[src/design/wlss_pkg.sv]
// shared types, codes and constants of the wav lsb stego stream block
package wlss_pkg;

    // parser phases
    typedef enum logic [2:0] {
        PH_RIFF    = 3'd0,
        PH_CHUNK   = 3'd1,
        PH_FMT     = 3'd2,
        PH_SKIP    = 3'd3,
        PH_SAMPLES = 3'd4
    } phase_t;

    // header lengths and positions
    localparam logic [4:0] RIFF_HDR_LEN   = 5'd12;
    localparam logic [4:0] FMT_BODY_LEN   = 5'd16;
    localparam logic [4:0] FMT_BPS_POS    = 5'd14;
    localparam logic [4:0] CHUNK_HDR_LEN  = 5'd8;
    localparam logic [4:0] CHUNK_ID_LEN   = 5'd4;
    localparam logic [7:0] MIN_BITS       = 8'd8;
    localparam logic [3:0] MAX_SAMPLE_BYTES = 4'd8;

    // four-character codes, first byte in low bits
    localparam logic [31:0] ID_WAVE = 32'h4556_4157;
    localparam logic [31:0] ID_FMT  = 32'h2074_6d66;
    localparam logic [31:0] ID_DATA = 32'h6174_6164;

    // error flag bit positions
    localparam int unsigned ERR_HEADER = 0;
    localparam int unsigned ERR_FORMAT = 1;

    // one input request
    typedef struct packed {
        logic [7:0] in_byte;
        logic       message_bit;
    } item_t;

    // one result request
    typedef struct packed {
        logic [7:0]  out_byte;
        logic        bit_valid;
        logic        extracted_bit;
        logic        in_samples;
        logic        header_error;
        logic        format_error;
        logic        chunk_done;
        logic [31:0] chunk_id;
        logic [31:0] chunk_size;
        logic [7:0]  bits_per_sample;
    } result_t;

endpackage

[src/design/wlss_ifs.sv]
// valid/ready channel interfaces for byte input, results and configuration

// byte input channel
interface wlss_in_if;
    logic       valid;
    logic       ready;
    logic [7:0] in_byte;
    logic       message_bit;

    modport source (output valid, output in_byte, output message_bit, input ready);
    modport sink   (input valid, input in_byte, input message_bit, output ready);
endinterface

// result channel
interface wlss_out_if;
    logic        valid;
    logic        ready;
    logic [7:0]  out_byte;
    logic        bit_valid;
    logic        extracted_bit;
    logic        in_samples;
    logic        header_error;
    logic        format_error;
    logic        chunk_done;
    logic [31:0] chunk_id;
    logic [31:0] chunk_size;
    logic [7:0]  bits_per_sample;

    modport source (
        output valid, input ready,
        output out_byte, output bit_valid, output extracted_bit, output in_samples,
        output header_error, output format_error, output chunk_done,
        output chunk_id, output chunk_size, output bits_per_sample
    );
    modport sink (
        input valid, output ready,
        input out_byte, input bit_valid, input extracted_bit, input in_samples,
        input header_error, input format_error, input chunk_done,
        input chunk_id, input chunk_size, input bits_per_sample
    );
endinterface

// configuration write channel
interface wlss_cfg_if;
    logic valid;
    logic ready;
    logic embed_mode;

    modport source (output valid, output embed_mode, input ready);
    modport sink   (input valid, input embed_mode, output ready);
endinterface

[src/design/wlss_in_stage.sv]
// input register holding one accepted byte request until the parser takes it
module wlss_in_stage
(
    input  logic            clk,
    input  logic            rst_n,
    input  logic            feed_valid,
    input  wlss_pkg::item_t feed_item,
    output logic            feed_ready,
    input  logic            take,
    output logic            item_valid,
    output wlss_pkg::item_t item
);

    logic            valid_reg;
    logic            valid_next;
    wlss_pkg::item_t item_reg;

    // room when empty or when the held request leaves this cycle
    assign feed_ready = !valid_reg || take;

    always_comb
    begin
        valid_next = valid_reg;
        if (feed_ready)
        begin
            valid_next = feed_valid;
        end
    end

    // control flag
    always_ff @(posedge clk or negedge rst_n)
    begin
        if (!rst_n)
        begin
            valid_reg <= 1'b0;
        end
        else
        begin
            valid_reg <= valid_next;
        end
    end

    // payload, loaded on accept
    always_ff @(posedge clk)
    begin
        if (feed_ready && feed_valid)
        begin
            item_reg <= feed_item;
        end
    end

    assign item_valid = valid_reg;
    assign item       = item_reg;

endmodule

[src/design/wlss_parser.sv]
// wav chunk walker, lsb extract/embed logic and result register
module wlss_parser
(
    input  logic              clk,
    input  logic              rst_n,
    input  logic              embed_mode,
    input  logic              item_valid,
    input  wlss_pkg::item_t   item,
    output logic              take,
    input  logic              res_ready,
    output logic              res_valid,
    output wlss_pkg::result_t res
);

    wlss_pkg::phase_t  phase_reg, phase_next;
    logic [4:0]        field_count_reg, field_count_next;
    logic [31:0]       id_shift_reg, id_shift_next;
    logic [31:0]       size_shift_reg, size_shift_next;
    logic [31:0]       skip_left_reg, skip_left_next;
    logic [7:0]        sample_bits_reg, sample_bits_next;
    logic [2:0]        sample_byte_index_reg, sample_byte_index_next;
    logic [1:0]        error_flags_reg, error_flags_next;
    logic              res_valid_reg, res_valid_next;
    wlss_pkg::result_t res_reg, res_next;

    logic [8:0]  bits_round;
    logic [5:0]  bytes_raw;
    logic [3:0]  bytes_per_sample;
    logic [3:0]  index_inc;
    logic [4:0]  count_inc;
    logic [31:0] skip_dec;
    logic [31:0] byte_shift;
    logic [7:0]  b;

    // result slot free when empty or being drained
    assign take = item_valid && (!res_valid_reg || res_ready);

    // bytes per sample: ceil(bits/8), clamped to one..eight
    assign bits_round = {1'b0, sample_bits_reg} + 9'd7;
    assign bytes_raw  = bits_round[8:3];
    always_comb
    begin
        if (bytes_raw == 6'd0)
        begin
            bytes_per_sample = 4'd1;
        end
        else if (bytes_raw > {2'b00, wlss_pkg::MAX_SAMPLE_BYTES})
        begin
            bytes_per_sample = wlss_pkg::MAX_SAMPLE_BYTES;
        end
        else
        begin
            bytes_per_sample = bytes_raw[3:0];
        end
    end

    assign b          = item.in_byte;
    assign index_inc  = {1'b0, sample_byte_index_reg} + 4'd1;
    assign count_inc  = field_count_reg + 5'd1;
    assign skip_dec   = (skip_left_reg != 32'd0) ? (skip_left_reg - 32'd1) : 32'd0;
    assign byte_shift = {b, 24'd0};

    // next state and result for the held byte
    always_comb
    begin
        phase_next             = phase_reg;
        field_count_next       = field_count_reg;
        id_shift_next          = id_shift_reg;
        size_shift_next        = size_shift_reg;
        skip_left_next         = skip_left_reg;
        sample_bits_next       = sample_bits_reg;
        sample_byte_index_next = sample_byte_index_reg;
        error_flags_next       = error_flags_reg;
        res_next               = '0;
        res_next.out_byte      = b;

        unique case (phase_reg)
            wlss_pkg::PH_RIFF:
            begin
                id_shift_next    = (id_shift_reg >> 8) | byte_shift;
                field_count_next = count_inc;
                if (count_inc >= wlss_pkg::RIFF_HDR_LEN)
                begin
                    if (id_shift_next != wlss_pkg::ID_WAVE)
                    begin
                        error_flags_next[wlss_pkg::ERR_HEADER] = 1'b1;
                    end
                    field_count_next = 5'd0;
                    phase_next       = wlss_pkg::PH_CHUNK;
                end
            end
            wlss_pkg::PH_FMT:
            begin
                if (field_count_reg == wlss_pkg::FMT_BPS_POS)
                begin
                    sample_bits_next = b;
                end
                field_count_next = count_inc;
                if (count_inc >= wlss_pkg::FMT_BODY_LEN)
                begin
                    field_count_next = 5'd0;
                    phase_next       = wlss_pkg::PH_CHUNK;
                end
            end
            wlss_pkg::PH_SKIP:
            begin
                skip_left_next = skip_dec;
                if (skip_dec == 32'd0)
                begin
                    field_count_next = 5'd0;
                    phase_next       = wlss_pkg::PH_CHUNK;
                end
            end
            wlss_pkg::PH_SAMPLES:
            begin
                res_next.in_samples = 1'b1;
                if (sample_byte_index_reg == 3'd0)
                begin
                    res_next.bit_valid     = 1'b1;
                    res_next.extracted_bit = b[0];
                    if (embed_mode)
                    begin
                        res_next.out_byte = {b[7:1], item.message_bit};
                    end
                end
                if (index_inc >= bytes_per_sample)
                begin
                    sample_byte_index_next = 3'd0;
                end
                else
                begin
                    sample_byte_index_next = index_inc[2:0];
                end
            end
            default:
            begin
                // chunk header, also taken for unused phase codes
                if (field_count_reg < wlss_pkg::CHUNK_ID_LEN)
                begin
                    id_shift_next = (id_shift_reg >> 8) | byte_shift;
                end
                else
                begin
                    size_shift_next = (size_shift_reg >> 8) | byte_shift;
                end
                field_count_next = count_inc;
                phase_next       = wlss_pkg::PH_CHUNK;
                if (count_inc >= wlss_pkg::CHUNK_HDR_LEN)
                begin
                    res_next.chunk_done = 1'b1;
                    field_count_next    = 5'd0;
                    if (id_shift_next == wlss_pkg::ID_FMT)
                    begin
                        phase_next = wlss_pkg::PH_FMT;
                    end
                    else if (id_shift_next == wlss_pkg::ID_DATA)
                    begin
                        phase_next             = wlss_pkg::PH_SAMPLES;
                        sample_byte_index_next = 3'd0;
                        if (sample_bits_reg < wlss_pkg::MIN_BITS)
                        begin
                            error_flags_next[wlss_pkg::ERR_FORMAT] = 1'b1;
                        end
                    end
                    else if (size_shift_next != 32'd0)
                    begin
                        skip_left_next = size_shift_next;
                        phase_next     = wlss_pkg::PH_SKIP;
                    end
                end
            end
        endcase

        res_next.header_error    = error_flags_next[wlss_pkg::ERR_HEADER];
        res_next.format_error    = error_flags_next[wlss_pkg::ERR_FORMAT];
        res_next.chunk_id        = id_shift_next;
        res_next.chunk_size      = size_shift_next;
        res_next.bits_per_sample = sample_bits_next;
    end

    // result valid flag
    always_comb
    begin
        res_valid_next = res_valid_reg;
        if (take)
        begin
            res_valid_next = 1'b1;
        end
        else if (res_ready)
        begin
            res_valid_next = 1'b0;
        end
    end

    // parser state, updated once per taken byte
    always_ff @(posedge clk or negedge rst_n)
    begin
        if (!rst_n)
        begin
            phase_reg             <= wlss_pkg::PH_RIFF;
            field_count_reg       <= 5'd0;
            id_shift_reg          <= 32'd0;
            size_shift_reg        <= 32'd0;
            skip_left_reg         <= 32'd0;
            sample_bits_reg       <= 8'd0;
            sample_byte_index_reg <= 3'd0;
            error_flags_reg       <= 2'd0;
            res_valid_reg         <= 1'b0;
        end
        else
        begin
            res_valid_reg <= res_valid_next;
            if (take)
            begin
                phase_reg             <= phase_next;
                field_count_reg       <= field_count_next;
                id_shift_reg          <= id_shift_next;
                size_shift_reg        <= size_shift_next;
                skip_left_reg         <= skip_left_next;
                sample_bits_reg       <= sample_bits_next;
                sample_byte_index_reg <= sample_byte_index_next;
                error_flags_reg       <= error_flags_next;
            end
        end
    end

    // result payload
    always_ff @(posedge clk)
    begin
        if (take)
        begin
            res_reg <= res_next;
        end
    end

    assign res_valid = res_valid_reg;
    assign res       = res_reg;

endmodule

[src/design/wav_lsb_stego_stream.sv]
// top level of the wav lsb steganography byte stream block
//
// usage:
//   feed   - one wav file byte per request with the message bit to hide
//   result - one result request per byte: the passed-through byte (lsb
//            replaced when embedding at a sample's first byte) and parse status
//   cfg    - writes embed_mode (0 extract, 1 embed); always ready, write only
//            while no byte is in flight
// path: a byte accepted on feed passes the input register, then the result
//   register, before it shows on result
// throughput: one byte per cycle while result is taken; the state update per
//   byte is a single short pass through the chunk walker between the two registers
// reset: parser returns to the riff header phase, flags and shifts clear,
//   embed_mode returns to extract
// stall: while result is held, the input register takes a byte only if it is
//   empty, then feed.ready stays low until the result is taken
module wav_lsb_stego_stream
(
    input  logic              clk,
    input  logic              rst_n,
    wlss_in_if.sink           feed,
    wlss_out_if.source        result,
    wlss_cfg_if.sink          cfg
);

    logic              embed_mode_reg;
    wlss_pkg::item_t   feed_item;
    wlss_pkg::item_t   item;
    logic              item_valid;
    logic              take;
    logic              res_valid;
    wlss_pkg::result_t res;

    // configuration register
    assign cfg.ready = 1'b1;
    always_ff @(posedge clk or negedge rst_n)
    begin
        if (!rst_n)
        begin
            embed_mode_reg <= 1'b0;
        end
        else if (cfg.valid && cfg.ready)
        begin
            embed_mode_reg <= cfg.embed_mode;
        end
    end

    // input register
    assign feed_item.in_byte     = feed.in_byte;
    assign feed_item.message_bit = feed.message_bit;

    wlss_in_stage u_in_stage
    (
        .clk        (clk),
        .rst_n      (rst_n),
        .feed_valid (feed.valid),
        .feed_item  (feed_item),
        .feed_ready (feed.ready),
        .take       (take),
        .item_valid (item_valid),
        .item       (item)
    );

    // parser and result register
    wlss_parser u_parser
    (
        .clk        (clk),
        .rst_n      (rst_n),
        .embed_mode (embed_mode_reg),
        .item_valid (item_valid),
        .item       (item),
        .take       (take),
        .res_ready  (result.ready),
        .res_valid  (res_valid),
        .res        (res)
    );

    // result channel
    assign result.valid           = res_valid;
    assign result.out_byte        = res.out_byte;
    assign result.bit_valid       = res.bit_valid;
    assign result.extracted_bit   = res.extracted_bit;
    assign result.in_samples      = res.in_samples;
    assign result.header_error    = res.header_error;
    assign result.format_error    = res.format_error;
    assign result.chunk_done      = res.chunk_done;
    assign result.chunk_id        = res.chunk_id;
    assign result.chunk_size      = res.chunk_size;
    assign result.bits_per_sample = res.bits_per_sample;

endmodule

[src/flat_wrapper.sv]
// flat-port wrapper written by rule: the top's interface ports become plain ports
module wav_lsb_stego_stream_flat 
  (clk, rst_n, feed_valid, feed_in_byte, feed_message_bit, feed_ready, result_valid, result_ready, result_out_byte, result_bit_valid, result_extracted_bit, result_in_samples, result_header_error, result_format_error, result_chunk_done, result_chunk_id, result_chunk_size, result_bits_per_sample, cfg_valid, cfg_embed_mode, cfg_ready);
  wlss_in_if feed_i ();
  wlss_out_if result_i ();
  wlss_cfg_if cfg_i ();
  input  logic clk;
  input  logic rst_n;
  input wire logic [$bits(feed_i.valid)-1:0] feed_valid;
  input wire logic [$bits(feed_i.in_byte)-1:0] feed_in_byte;
  input wire logic [$bits(feed_i.message_bit)-1:0] feed_message_bit;
  output wire logic [$bits(feed_i.ready)-1:0] feed_ready;
  output wire logic [$bits(result_i.valid)-1:0] result_valid;
  input wire logic [$bits(result_i.ready)-1:0] result_ready;
  output wire logic [$bits(result_i.out_byte)-1:0] result_out_byte;
  output wire logic [$bits(result_i.bit_valid)-1:0] result_bit_valid;
  output wire logic [$bits(result_i.extracted_bit)-1:0] result_extracted_bit;
  output wire logic [$bits(result_i.in_samples)-1:0] result_in_samples;
  output wire logic [$bits(result_i.header_error)-1:0] result_header_error;
  output wire logic [$bits(result_i.format_error)-1:0] result_format_error;
  output wire logic [$bits(result_i.chunk_done)-1:0] result_chunk_done;
  output wire logic [$bits(result_i.chunk_id)-1:0] result_chunk_id;
  output wire logic [$bits(result_i.chunk_size)-1:0] result_chunk_size;
  output wire logic [$bits(result_i.bits_per_sample)-1:0] result_bits_per_sample;
  input wire logic [$bits(cfg_i.valid)-1:0] cfg_valid;
  input wire logic [$bits(cfg_i.embed_mode)-1:0] cfg_embed_mode;
  output wire logic [$bits(cfg_i.ready)-1:0] cfg_ready;
  assign feed_i.valid = feed_valid;
  assign feed_i.in_byte = feed_in_byte;
  assign feed_i.message_bit = feed_message_bit;
  assign feed_ready = feed_i.ready;
  assign result_valid = result_i.valid;
  assign result_i.ready = result_ready;
  assign result_out_byte = result_i.out_byte;
  assign result_bit_valid = result_i.bit_valid;
  assign result_extracted_bit = result_i.extracted_bit;
  assign result_in_samples = result_i.in_samples;
  assign result_header_error = result_i.header_error;
  assign result_format_error = result_i.format_error;
  assign result_chunk_done = result_i.chunk_done;
  assign result_chunk_id = result_i.chunk_id;
  assign result_chunk_size = result_i.chunk_size;
  assign result_bits_per_sample = result_i.bits_per_sample;
  assign cfg_i.valid = cfg_valid;
  assign cfg_i.embed_mode = cfg_embed_mode;
  assign cfg_ready = cfg_i.ready;
  wav_lsb_stego_stream u_core (.clk(clk), .rst_n(rst_n), .feed(feed_i), .result(result_i), .cfg(cfg_i));
endmodule
[config.mk]
export PLATFORM = sky130hd
export DESIGN_NAME = wav_lsb_stego_stream_flat
export DESIGN_NICKNAME = d
export VERILOG_FILES = /design/src/design/wlss_pkg.sv /design/src/design/wlss_ifs.sv /design/src/design/wlss_in_stage.sv /design/src/design/wlss_parser.sv /design/src/design/wav_lsb_stego_stream.sv /design/src/flat_wrapper.sv
export SDC_FILE = /design/constraint.sdc
export NUM_CORES = 1
export LEC_CHECK = 0
export BUFFER_PORTS_ARGS = -buffer_cell sky130_fd_sc_hd__buf_4
export CORE_ASPECT_RATIO = 1.75
export CORE_UTILIZATION = 54
export DETAILED_ROUTE_END_ITERATION = 6
export PLACE_DENSITY_LB_ADDON = 0.2
export RECOVER_POWER = 25
export SETUP_SLACK_MARGIN = 0.02
export SYNTH_ARGS = -nofsm -noshare
export SYNTH_HDL_FRONTEND = slang
export SYNTH_SLANG_ARGS = --single-unit
[constraint.sdc]
create_clock -name clk -period 4.6 [get_ports clk]
set_input_delay 0.23 -clock clk [delete_from_list [all_inputs] [get_ports clk]]
set_output_delay 0.23 -clock clk [all_outputs]
set_load 0.005 [all_outputs]
# After elaboration in Yosys (flattened, before gate mapping)
# Index checks and enable logic that the tools add are counted.
# classes
n_addsub	4
n_lt_le_gt_ge	7
n_eq_ne	13
n_mux	48
n_bitwise	5
reduce_logical	26
# ops
op	count
two-way mux 32 bit	10
one-hot mux 32 bit (2 select lines)	2
OR 24 x 32 -> 32 bit	2
nonzero test 32 bit	2
two-way mux 3 bit	11
equality test 32 x 30 -> 1 bit (second input constant)	1
equality test 32 x 31 -> 1 bit (second input constant)	1
logical NOT 32 bit	1
inequality test 32 x 31 -> 1 bit (second input constant)	1
subtractor 32 x 1 -> 32 bit (second input constant)	1
two-way mux 5 bit	4
one-hot mux 5 bit (4 select lines)	1
two-way mux 8 bit	2
two-way mux 1 bit	12
two-way mux 4 bit	3
one-hot mux 3 bit (4 select lines)	1
>= comparator 5 x 4 -> 1 bit (second input constant)	2
AND reduction 5 bit	2
nonzero test 2 bit	5
adder 8 x 3 -> 9 bit (second input constant)	1
OR reduction 3 bit	3
less-than comparator 8 x 4 -> 1 bit (second input constant)	1
equality test 3 x 2 -> 1 bit (second input constant)	2
> comparator 6 x 4 -> 1 bit (second input constant)	1
other kinds (21)	31
# totals
register_bits	215
elab_cells	126

# Longest topological paths before layout
# Gate-level depths: netlist (run 1).
# logic_depth
word_depth	9
depth_mapped	12
depth_no_buf	11

# By module
# From an unflattened synthesis (run 1), not the netlist that was laid out.
# hier_totals
hier_cells	1106
hier_area_um2	11158.2
# by_module_without_submodules
module	n_inst	cells_each	area_per_inst_um2
wlss_parser	1	1089	10782.8
wlss_in_stage	1	13	324.1
wav_lsb_stego_stream	1	4	51.3

# Worst setup path after synthesis (run 1)
# No wires, ideal clock.
# synth_timing
path_kind	register to register
from	register u_core.u_parser.res_valid_reg, in the netlist u_core.u_parser.res_valid
to	register u_core.u_parser.res_reg (netlist bit u_core.u_parser.res[0]) (enable)
arrival_ns	3.897
t_required_ns	4.116
slack_ns	0.219
stages_incl_launch_ff	7
n_path_buf	3
synth_period_minus_slack_ns	4.381
cell_sequence	dfrtp_1 nand2b_1 nand2_1 inv_1 clkbuf_1 clkbuf_1 clkbuf_1
# synth_via
elab_chain_len	3
# synth_rtl
element	line_no	rtl
start, declared	wlss_parser.sv:23	logic res_valid_reg, res_valid_next;
start signal, assigned	wlss_parser.sv:212	res_valid_reg <= res_valid_next;
logical NOT 1 bit	wlss_parser.sv:36	assign take = item_valid && (!res_valid_reg || res_ready);
logical OR 1 bit	wlss_parser.sv:36	
logical AND 1 bit	wlss_parser.sv:36	
named net u_core.take	wav_lsb_stego_stream.sv:30	logic take;
end signal, assigned	wlss_parser.sv:232	res_reg <= res_next;
end, declared	wlss_parser.sv:24	wlss_pkg::result_t res_reg, res_next;
# The timed path passes the listed nets, and every way through them passes these cells.
# A chain may end at the register's enable or synchronous reset.

# Worst setup path in the final report (run 1)
# layout_timing
from	register u_core.u_parser.field_count_reg[3]
to	register u_core.u_parser.sample_byte_index_reg[2]
# layout_via
elab_chain_len	6
elab_cells_between_ends	11
classes_between	1 x add/sub; 2 x order compare; 3 x eq/ne; 2 x mux; 3 x reduce/logical
# layout_rtl
element	line_no	rtl
start, declared	wlss_parser.sv:16	logic [4:0] field_count_reg, field_count_next;
start signal, assigned	wlss_parser.sv:216	field_count_reg <= field_count_next;
less-than comparator 5 x 3 -> 1 bit	wlss_parser.sv:138	if (field_count_reg < wlss_pkg::CHUNK_ID_LEN)
two-way mux 32 bit	wlss_parser.sv:138	
two-way mux 32 bit	wlss_parser.sv:77	unique case (phase_reg)
equality test 32 x 30 -> 1 bit or equality test 32 x 31 -> 1 bit (tied branches)	wlss_parser.sv:152, wlss_parser.sv:156	
inequality test 2 x 1 -> 1 bit (no line) or nonzero test 2 bit (tied branches)	-	
AND reduction 5 bit (no line) (*)	-	
end signal, assigned	wlss_parser.sv:221	sample_byte_index_reg <= sample_byte_index_next;
end, declared	wlss_parser.sv:21	logic [2:0] sample_byte_index_reg, sample_byte_index_next;
# Every way passes the cells marked *; elsewhere a longest branch is shown, timed or not. The select of a mux whose other input is x is not followed.

==> results.cfg, run 1 <==
[status]
status = finished with violations
violations = max-capacitance violations, max-slew violations

[cts]
cts-htree-levels = 1
cts.sink_count = 215
clock_path_buffers = 3
path_clk_slew_ns = 0.06
tritoncts = built
clock_latency_ns = 0.52
post_cts_buffers = 0
cts_inserted_buffers = 21
cts-root-buf = clkbuf_16

[logic_synthesis]
syn-cell-area_um2 = 10900
synth_top_area_cell = dfrtp_1
seq_area_frac_synth = 0.5371
synth-seq-cells = 215
ys.flop_type = dfrtp_1
ys_warn_count = 0
syn_nets = 1114
synthArstFlopShare = 0.5581
yosysTopAreaCellShare = 0.2754
syn-instance-count = 1090
synth.distinct_cells = 74
synth_edf_count = 95
postSynthAreaPerCell_um2 = 10.00
synthTopCellsByArea = dfrtp_1 28%, edfxtp_1 26%, mux2_2 6.8%

[die]
core_um2 = 19740
row_count = 68
dieArea_um2 = 20780
start_util = 0.5524
chipHeight_um = 190.0
io_pins = 104
die_x_um = 109.4

[routing]
routedWlPerCell_um = 21.48
wirelength_um = 30630
drt_pass1_iterations = 5
antenna_left = 0
drc = 0
vias_per_cell = 6.283
drtIter0Drc = 699
num_vias = 8960

[pwr]
powerDensity_nw_per_um2 = 674.1
irDropWorstVdd_mv = 0.5805
leakagePower_uw = 0.005108

[critical_path]
crit_family = simple AND/OR/NAND/NOR gates
slowest_delay_ns = 0.79
r2r_cells = 8
cp.arrival_ns = 4.03
startpoint_type = register
cpMostUsedCell = or3_1
rr_startpoint = u_core.u_parser.field_count_reg[3]
crit_chain = or3_1 -> nand4_1 -> o32ai_1 -> nand2_1 -> or3_1 -> a211oi_1 -> o21ai_1 -> a21o_1
crit_start = u_core.u_parser.field_count_reg[3]
worst-path-stages = 8
worst_path_max_delay_cell = or3_1
cp.required_ns = 5.00
r2r-end = u_core.u_parser.sample_byte_index_reg[2]
end_kind = register
r2r_setup_slack_ns = 0.97
critPathKind = register to register
crit_fanout = 24
path_buf_inv = 0

[sta]
slew_viol_final = 75
rsz0062_at_grt = no
period_minus_slack_ns = 3.631
worst_pin_slew_ns = 2.532
fin_crit_sh = 0.7894
skew_ns = 0.01291
fin_tns_setup_ns = 0
setup_viol = 0
finalHoldViolations = 0
max_freq_mhz = 275.4
relSlewSlack = -0.6878

[min_path]
hp-class = primary input to register
min_path_cells = 3
min_from = result_ready
hold-path-endpoint = u_core.u_in_stage.item_valid

[layout]
nets = 1190
area_delta_synth_final_pct = 15.43
largest_reg_flops = 86
layout-drive-gt1-share = 0.1939
n_fill_cell = 1636
fin_cells = 1426
diodes = 0

[flow_run]
maxCapViolCount = 2

[grt]
grt.overflow.total = 0
grt_pass1_wl_um = 48470
grt_max_degree = 117
grt_pass1_vias = 8853
antenna_found_initial = 0
track_usage = 0.3056

[placement]
io_buffer_count = 102
dp_hpwl_um = 21160
routabilityCongestion = 0.9412
dp_cells = 1375
==> tightest hold or removal path: cells and delay by family <==
family | cells | cell delay [ns]
buffers and inverters | 1 | 0.08
and+or+nand+nor | 2 | 0.22
==> worst max path at each step <==
stage                                                     to  slack, ns
finish              u_core.u_parser.sample_byte_index_reg[2]       0.97
global route                 u_core.u_parser.id_shift_reg[6]       0.40
CTS                 u_core.u_parser.sample_byte_index_reg[2]       1.01
detailed placement  u_core.u_parser.sample_byte_index_reg[2]       1.02
global placement    u_core.u_parser.sample_byte_index_reg[2]       1.07
floorplan                             u_core.u_parser.res[0]       0.22
==> where the power goes <==
part / leakage (uW) / switching, uW / total (uW) / internal [uW]
sequential: 0.00242 / 817 / 3560 / 2740
combinational: 0.00235 / 1830 / 3140 / 1320
clock: 0.000341 / 760 / 1790 / 1030
total: 0.00511 / 3400 / 8480 / 5080
==> synthesized netlist by cell type, drive strengths merged, types with 17 or more instances <==
cell and count:
nand2 190, buf 21, nor4 21, nand3 19
clkbuf 55, nor3 17, nor2 74, dfrtp 120
inv 22, edfxtp 95, o21ai 55, mux2 69
a21oi 104, o22ai 75
==> cells by family (layout without fill, tap and decap cells) <==
| logic type | after synthesis | count (layout) | share of synthesized area |
|---|---|---|---|
| AO/OA/AOI/OAI | 291 | 291 | 0.1584 |
| XOR/XNOR | 11 | 11 | 0.008837 |
| adder cells (fa/ha/maj) | 9 | 9 | 0.01033 |
| buffers and inverters | 98 | 189 | 0.03626 |
| flip-flops | 215 | 215 | 0.5371 |
| multiplexers | 80 | 80 | 0.08240 |
| other | 1 | 1 | 0.0003439 |
| AND/OR/NAND/NOR | 385 | 385 | 0.1664 |
==> final cells by class <==
class                      count  area (um^2)  share of cell area
multi-input combinational    777         4667              0.3708
clock buffer                  22        539.3             0.04285
timing repair buffer         129        963.4             0.07655
inverter                      22        87.58            0.006959
tap                          245        306.5             0.02436
clock inverter                16        166.4             0.01322
sequential                   215         5856              0.4653
==> repair_timing <==
action,CTS,global route
hold buffers,13,0
resized for setup,0,0
hold endpoints to repair,54,0
==> layout by cell type (no fill, tap or decap), types with 17 or more instances in the layout <==
cell type    n
nand2_1    188
dfrtp_1    120
a21oi_1    103
edfxtp_1    95
o22ai_1     75
nor2_1      72
mux2_2      66
buf_4       65
o21ai_1     46
clkbuf_4    41
inv_1       21
clkbuf_16   21
nand3_1     19
nor4_1      17
==> through the flow <==
stage	hold WS, ns	cell area, um^2	util	setup slack, ns	total power (uW)
after global routing	0.05732	12590	0.6376	0.3981	8949
final	0.05241	12590	0.6376	0.9690	8484
after CTS	0.03690	12620	0.6395	1.006	8483
after detailed placement	0.2735	11790	0.5972	1.023	6681
after global placement	0.2684	11790	0.5972	1.069	6601
after floorplan	-0.06559	10900	-	0.2193	5441
==> routing by layer <==
| layer | global-route usage | wire [um] | up-vias | share of wire |
|---|---|---|---|---|
| met5 | 0 | 0 | - | 0 |
| met4 | 0.1651 | 1874 | 0 | 0.061 |
| met1 | 0.3358 | 10630 | 4354 | 0.35 |
| li1 | - | - | 4151 | - |
| met3 | 0.03494 | 1567 | 94 | 0.051 |
| met2 | 0.5597 | 16560 | 361 | 0.54 |
No activity file was read; power rests on OpenSTA's default activity.
==> inputs of run 2 (changes only) <==
--- a/config.mk
+++ b/config.mk
@@ -7,7 +7,7 @@
 export LEC_CHECK = 0
 export BUFFER_PORTS_ARGS = -buffer_cell sky130_fd_sc_hd__buf_4
 export CORE_ASPECT_RATIO = 1.75
-export CORE_UTILIZATION = 54
+export CORE_UTILIZATION = 55
 export DETAILED_ROUTE_END_ITERATION = 6
 export PLACE_DENSITY_LB_ADDON = 0.2
 export RECOVER_POWER = 25
==> constraint.sdc (replaced) <==
create_clock -name clk -period 3.8 [get_ports clk]
set_input_delay 0.19 -clock clk [delete_from_list [all_inputs] [get_ports clk]]
set_output_delay 0.19 -clock clk [all_outputs]
set_load 0.005 [all_outputs]
==> run 2 against run 1 <==
  * The flow still finishes with violations (max-capacitance violations, max-slew violations)
  * Sequential power is 21% higher
  * Clock power is 21% higher
  * Critical path depth is 2 higher
==> results.cfg, run 2 (same netlist as run 1, synthesis figures left out) <==
[sta]
max_freq_mhz = 297.6
slew_viol_final = 57
period_minus_slack_ns = 3.360
fin_ws_ns = 0.4402
setup_viol = 0
fin_crit_sh = 0.8841
relSlewSlack = -0.04391
finalHoldViolations = 0
skew_ns = 0.01727
worst_pin_slew_ns = 1.566
fin_tns_setup_ns = 0
rsz0062_at_grt = no

[placement]
place_ws_ns = 0.4708
dp_hpwl_um = 20950
io_buffer_count = 102
dp_cells = 1377
routabilityCongestion = 0.9259

[grt]
grt_pass1_vias = 8858
antenna_found_initial = 0
grt_max_degree = 91
grt.overflow.total = 0
track_usage = 0.3089
grt_pass1_wl_um = 48090

[status]
status = finished with violations
violations = max-capacitance violations, max-slew violations

[cts]
cts-root-buf = clkbuf_16
cts_inserted_buffers = 21
clock_path_buffers = 3
post_cts_buffers = 0
postCtsResizedCells = 0
cts.sink_count = 215
path_clk_slew_ns = 0.07
clock_latency_ns = 0.51
tritoncts = built
cts-htree-levels = 1

[layout]
nets = 1197
fin_cells = 1429
mostFrequentLayoutCells = 188 x nand2_1, 120 x dfrtp_1, 103 x a21oi_1, 95 x edfxtp_1, 75 x o22ai_1
diodes = 0
n_fill_cell = 1549
area_delta_synth_final_pct = 16.23
final_common_cell = nand2_1
largest_reg_flops = 86
layout-drive-gt1-share = 0.1995

[die]
row_count = 67
start_util = 0.5655
io_pins = 104
chipHeight_um = 188.3
core_um2 = 19280
dieArea_um2 = 20410
die_x_um = 108.4

[critical_path]
cp.arrival_ns = 3.75
startpoint_type = register
r2r_cells = 10
cp.required_ns = 4.19
crit_fanout = 9
critPathKind = register to register
end_kind = register
r2r-end = u_core.u_parser.phase_reg[2]
r2r_setup_slack_ns = 0.44
rr_startpoint = u_core.u_parser.skip_left_reg[0]

[routing]
wirelength_um = 30520
drc = 0
num_vias = 9068
antenna_left = 0
drtIter0Drc = 616
vias_per_cell = 6.346
routedWlPerCell_um = 21.35
drt_pass1_iterations = 6

[min_path]
min_path_cells = 3
min_from = result_ready
hold-path-endpoint = u_core.u_parser.res_valid
hp-class = primary input to register

[pwr]
irDropWorstVdd_mv = 0.6274
leakagePower_uw = 0.005160
powerDensity_nw_per_um2 = 810.5

[flow_run]
maxCapViolCount = 1
[run 2: area by class of cell]
class                      instances  area [um^2]  area share
timing repair buffer             136         1054     0.08314
inverter                          22        87.58    0.006912
sequential                       215         5856      0.4621
multi-input combinational        777         4667      0.3683
clock buffer                      22        529.3     0.04177
clock inverter                    16        177.7     0.01402
tap                              241        301.5     0.02380
[run 2: critical path, stage by stage, from the launching register on]
cell,delay (ns)
dfrtp_1,0.43
inv_1,0.10
ha_1,0.24
nor3b_1,0.49
nand2_2,0.24
or4_4,0.59
xnor2_1,0.14
a2111oi_1,0.31
and4_4,0.33
nor2_4,0.06
mux2_4,0.31
[run 2: what timing repair did]
item | in CTS | in global routing
setup endpoints to repair | 0 | 0
hold endpoints to repair | 67 | 0
hold buffers | 14 | 0
[run 2: worst max path at each step]
stage | start | endpoint | slack [ns]
floorplan | u_core.u_parser.res_valid | u_core.u_parser.res[0] | 0.78
global placement | u_core.u_parser.skip_left_reg[0] | u_core.u_parser.field_count_reg[1] | 0.56
detailed placement | u_core.u_parser.skip_left_reg[0] | u_core.u_parser.phase_reg[2] | 0.47
CTS | u_core.u_parser.skip_left_reg[0] | u_core.u_parser.phase_reg[2] | 0.45
global route | u_core.u_parser.skip_left_reg[0] | u_core.u_parser.phase_reg[2] | 0.22
finish | u_core.u_parser.skip_left_reg[0] | u_core.u_parser.phase_reg[2] | 0.44
[run 2: layer usage]
metal  vias up  track usage  part of all wire
li1       4179            -                 -
met1      4401       0.3290              0.34
met2       382       0.5691              0.55
met3       106      0.03079             0.047
met4         0       0.1892             0.066
met5         -            0                 0
[run 2: through the flow]
stage	hold WS [ns]	instance area, um^2	power [uW]	util
6_report	0.04130	12670	10270	0.6572
3_5_place_dp	0.3153	11870	8091	0.6154
3_3_place_gp	0.3227	11870	7983	0.6154
2_1_floorplan	-0.1056	10900	6582	-
4_1_cts	0.03271	12710	10280	0.6593
5_1_grt	0.05969	12670	10810	0.6572
[run 2: report_power, final]
part	switching (uW)	internal, uW
clock	927	1230
combinational	2200	1610
sequential	983	3310
total	4110	6160
==> inputs of run 3 (changes only) <==
--- a/config.mk
+++ b/config.mk
@@ -6,8 +6,10 @@
 export NUM_CORES = 1
 export LEC_CHECK = 0
 export BUFFER_PORTS_ARGS = -buffer_cell sky130_fd_sc_hd__buf_4
+export CELL_PAD_IN_SITES_DETAIL_PLACEMENT = 1
+export CELL_PAD_IN_SITES_GLOBAL_PLACEMENT = 2
 export CORE_ASPECT_RATIO = 1.75
-export CORE_UTILIZATION = 55
+export CORE_UTILIZATION = 38
 export DETAILED_ROUTE_END_ITERATION = 6
 export PLACE_DENSITY_LB_ADDON = 0.2
 export RECOVER_POWER = 25
==> run 3 against run 2 <==
  * The run still ends with max-capacitance violations, max-slew violations left
  * Clock power about the same
  * Via count fell by 0.88%
  * First-iteration DRC count shrank 34%
  * Sequential power about the same
  * Global-route usage is 5.7 points lower
  * Maximum frequency increased by 0.93%
  * Critical path depth stayed put
  * Cell area up 1.8%
  * Power is 2.1% higher
  * Clock-buffer cell count grew 7
  * Non-clock buffer count is 7 higher
  * Register-to-register slack improved by 0.03 ns
  * Critical path type unchanged
  * Largest cell class unchanged
==> results.cfg, run 3 (same netlist as run 1, synthesis figures left out) <==
[routing]
wirelength_um = 35680
antenna_left = 0
num_vias = 8988
drc = 0
routedWlPerCell_um = 22.73
drt_pass1_iterations = 4
drtIter0Drc = 406
vias_per_cell = 5.725

[critical_path]
cp.arrival_ns = 3.74
startpoint_type = register
cp.required_ns = 4.21
critPathKind = register to register
end_kind = register
crit_fanout = 9

[sta]
slew_viol_final = 52
skew_ns = 0.02759
relSlewSlack = -0.04062
finalHoldViolations = 0
period_minus_slack_ns = 3.329
setup_viol = 0
whs_ns = 0.3822
fin_tns_setup_ns = 0
max_freq_mhz = 300.4
fin_crit_sh = 0.8760
rsz0062_at_grt = no
worst_pin_slew_ns = 1.561

[layout]
mostFrequentLayoutCells = 188 x nand2_1, 120 x dfrtp_1, 103 x a21oi_1, 95 x edfxtp_1, 75 x o22ai_1
nets = 1205
diodes = 0
post-route-util = 0.4597
largest_reg_flops = 86
layout-drive-gt1-share = 0.2005
area_delta_synth_final_pct = 18.37
final_common_cell = nand2_1

[die]
core_um2 = 28070
start_util = 0.3884
chipHeight_um = 226.1
die_x_um = 130.0
dieArea_um2 = 29400
io_pins = 104
row_count = 81

[pwr]
leakagePower_uw = 0.005177
total_power_uw = 10480
powerDensity_nw_per_um2 = 812.3
irDropWorstVdd_mv = 0.4379

[cts]
path_clk_slew_ns = 0.07
cts.sink_count = 215
postCtsResizedCells = 0
cts_inserted_buffers = 22
cts-root-buf = clkbuf_16
cts-htree-levels = 1
holdBufCountCts = 15
post_cts_buffers = 0
tritoncts = built
clock_latency_ns = 0.54
clock_path_buffers = 3

[flow_run]
maxCapViolCount = 1

[grt]
grt_max_degree = 89
grt_pass1_wl_um = 55380
antenna_found_initial = 0
track_usage = 0.2520
grt.overflow.total = 0
grt_pass1_vias = 9387

[status]
violations = max-capacitance violations, max-slew violations
status = finished with violations

[placement]
io_buffer_count = 102
dp_hpwl_um = 25550
routabilityCongestion = 0.8800

[min_path]
hp-class = primary input to register
==> run 3: cell count changes in the layout (fill, tap and decap cells not counted), sizes merged <==
cell | before | now
clkinv | 11 | 6
bufinv | 3 | 1
clkbuf | 90 | 103
clkinvlp | 0 | 3
dlygate4sd3 | 14 | 15
inv | 24 | 23
==> run 3: path summary, 6_finish.rpt <==
kind                                                     from                                  to  slack [ns]  depth (start not counted)
max                          u_core.u_parser.skip_left_reg[0]        u_core.u_parser.phase_reg[1]        0.47                         10
min                                           feed_in_byte[3]           u_core.u_in_stage.item[4]        0.38                          2
max reg2reg                  u_core.u_parser.skip_left_reg[0]        u_core.u_parser.phase_reg[1]        0.47                         10
min reg2reg                u_core.u_parser.error_flags_reg[0]  u_core.u_parser.error_flags_reg[0]        0.50                          1
max in group asynchronous                               rst_n    u_core.u_parser.skip_left_reg[6]        1.94                          3
min in group asynchronous                               rst_n               u_core.embed_mode_reg        0.55                          2
==> run 3: layout make-up <==
class / instances / area [um^2]
Tap cell: 373 / 466.7
Multi-Input combinational cell: 777 / 4667
Clock buffer: 29 / 608.1
Sequential cell: 215 / 5856
Fill cell: 3133 / 15170
Timing Repair Buffer: 143 / 1105
Inverter: 22 / 87.58
Clock inverter: 11 / 116.4
==> run 3: power by group <==
group	internal (uW)	switching (uW)
sequential	3310	1020
combinational	1650	2320
clock	1210	965
==> run 3: routing by layer <==
layer	GRT usage	up-vias	wire [um]
li1	-	4180	-
met1	0.2666	4539	12780
met2	0.4746	192	19650
met3	0.02488	77	1140
met4	0.1422	0	2105
met5	0	-	0
==> run 3: through the flow <==
| stage | cells | setup WS [ns] | cell area, um^2 |
|---|---|---|---|
| after floorplan | 1090 | 0.7794 | 10900 |
| after global placement | 1515 | 0.5445 | 12080 |
| after detailed placement | 1515 | 0.5013 | 12080 |
| after CTS | 1570 | 0.4593 | 12950 |
| after global routing | 1570 | 0.2313 | 12910 |
| final | 1570 | 0.4711 | 12910 |
==> run 3: critical path, cell delays in order, from the launching register on <==
cell and delay (ns):
dfrtp_1 0.43, inv_1 0.10, ha_1 0.23, nor3b_1 0.46, nand2_2 0.21, or4_4 0.58, xnor2_1 0.14, a2111oi_1 0.32
and4_4 0.34, o21ai_2 0.08, mux2_4 0.30
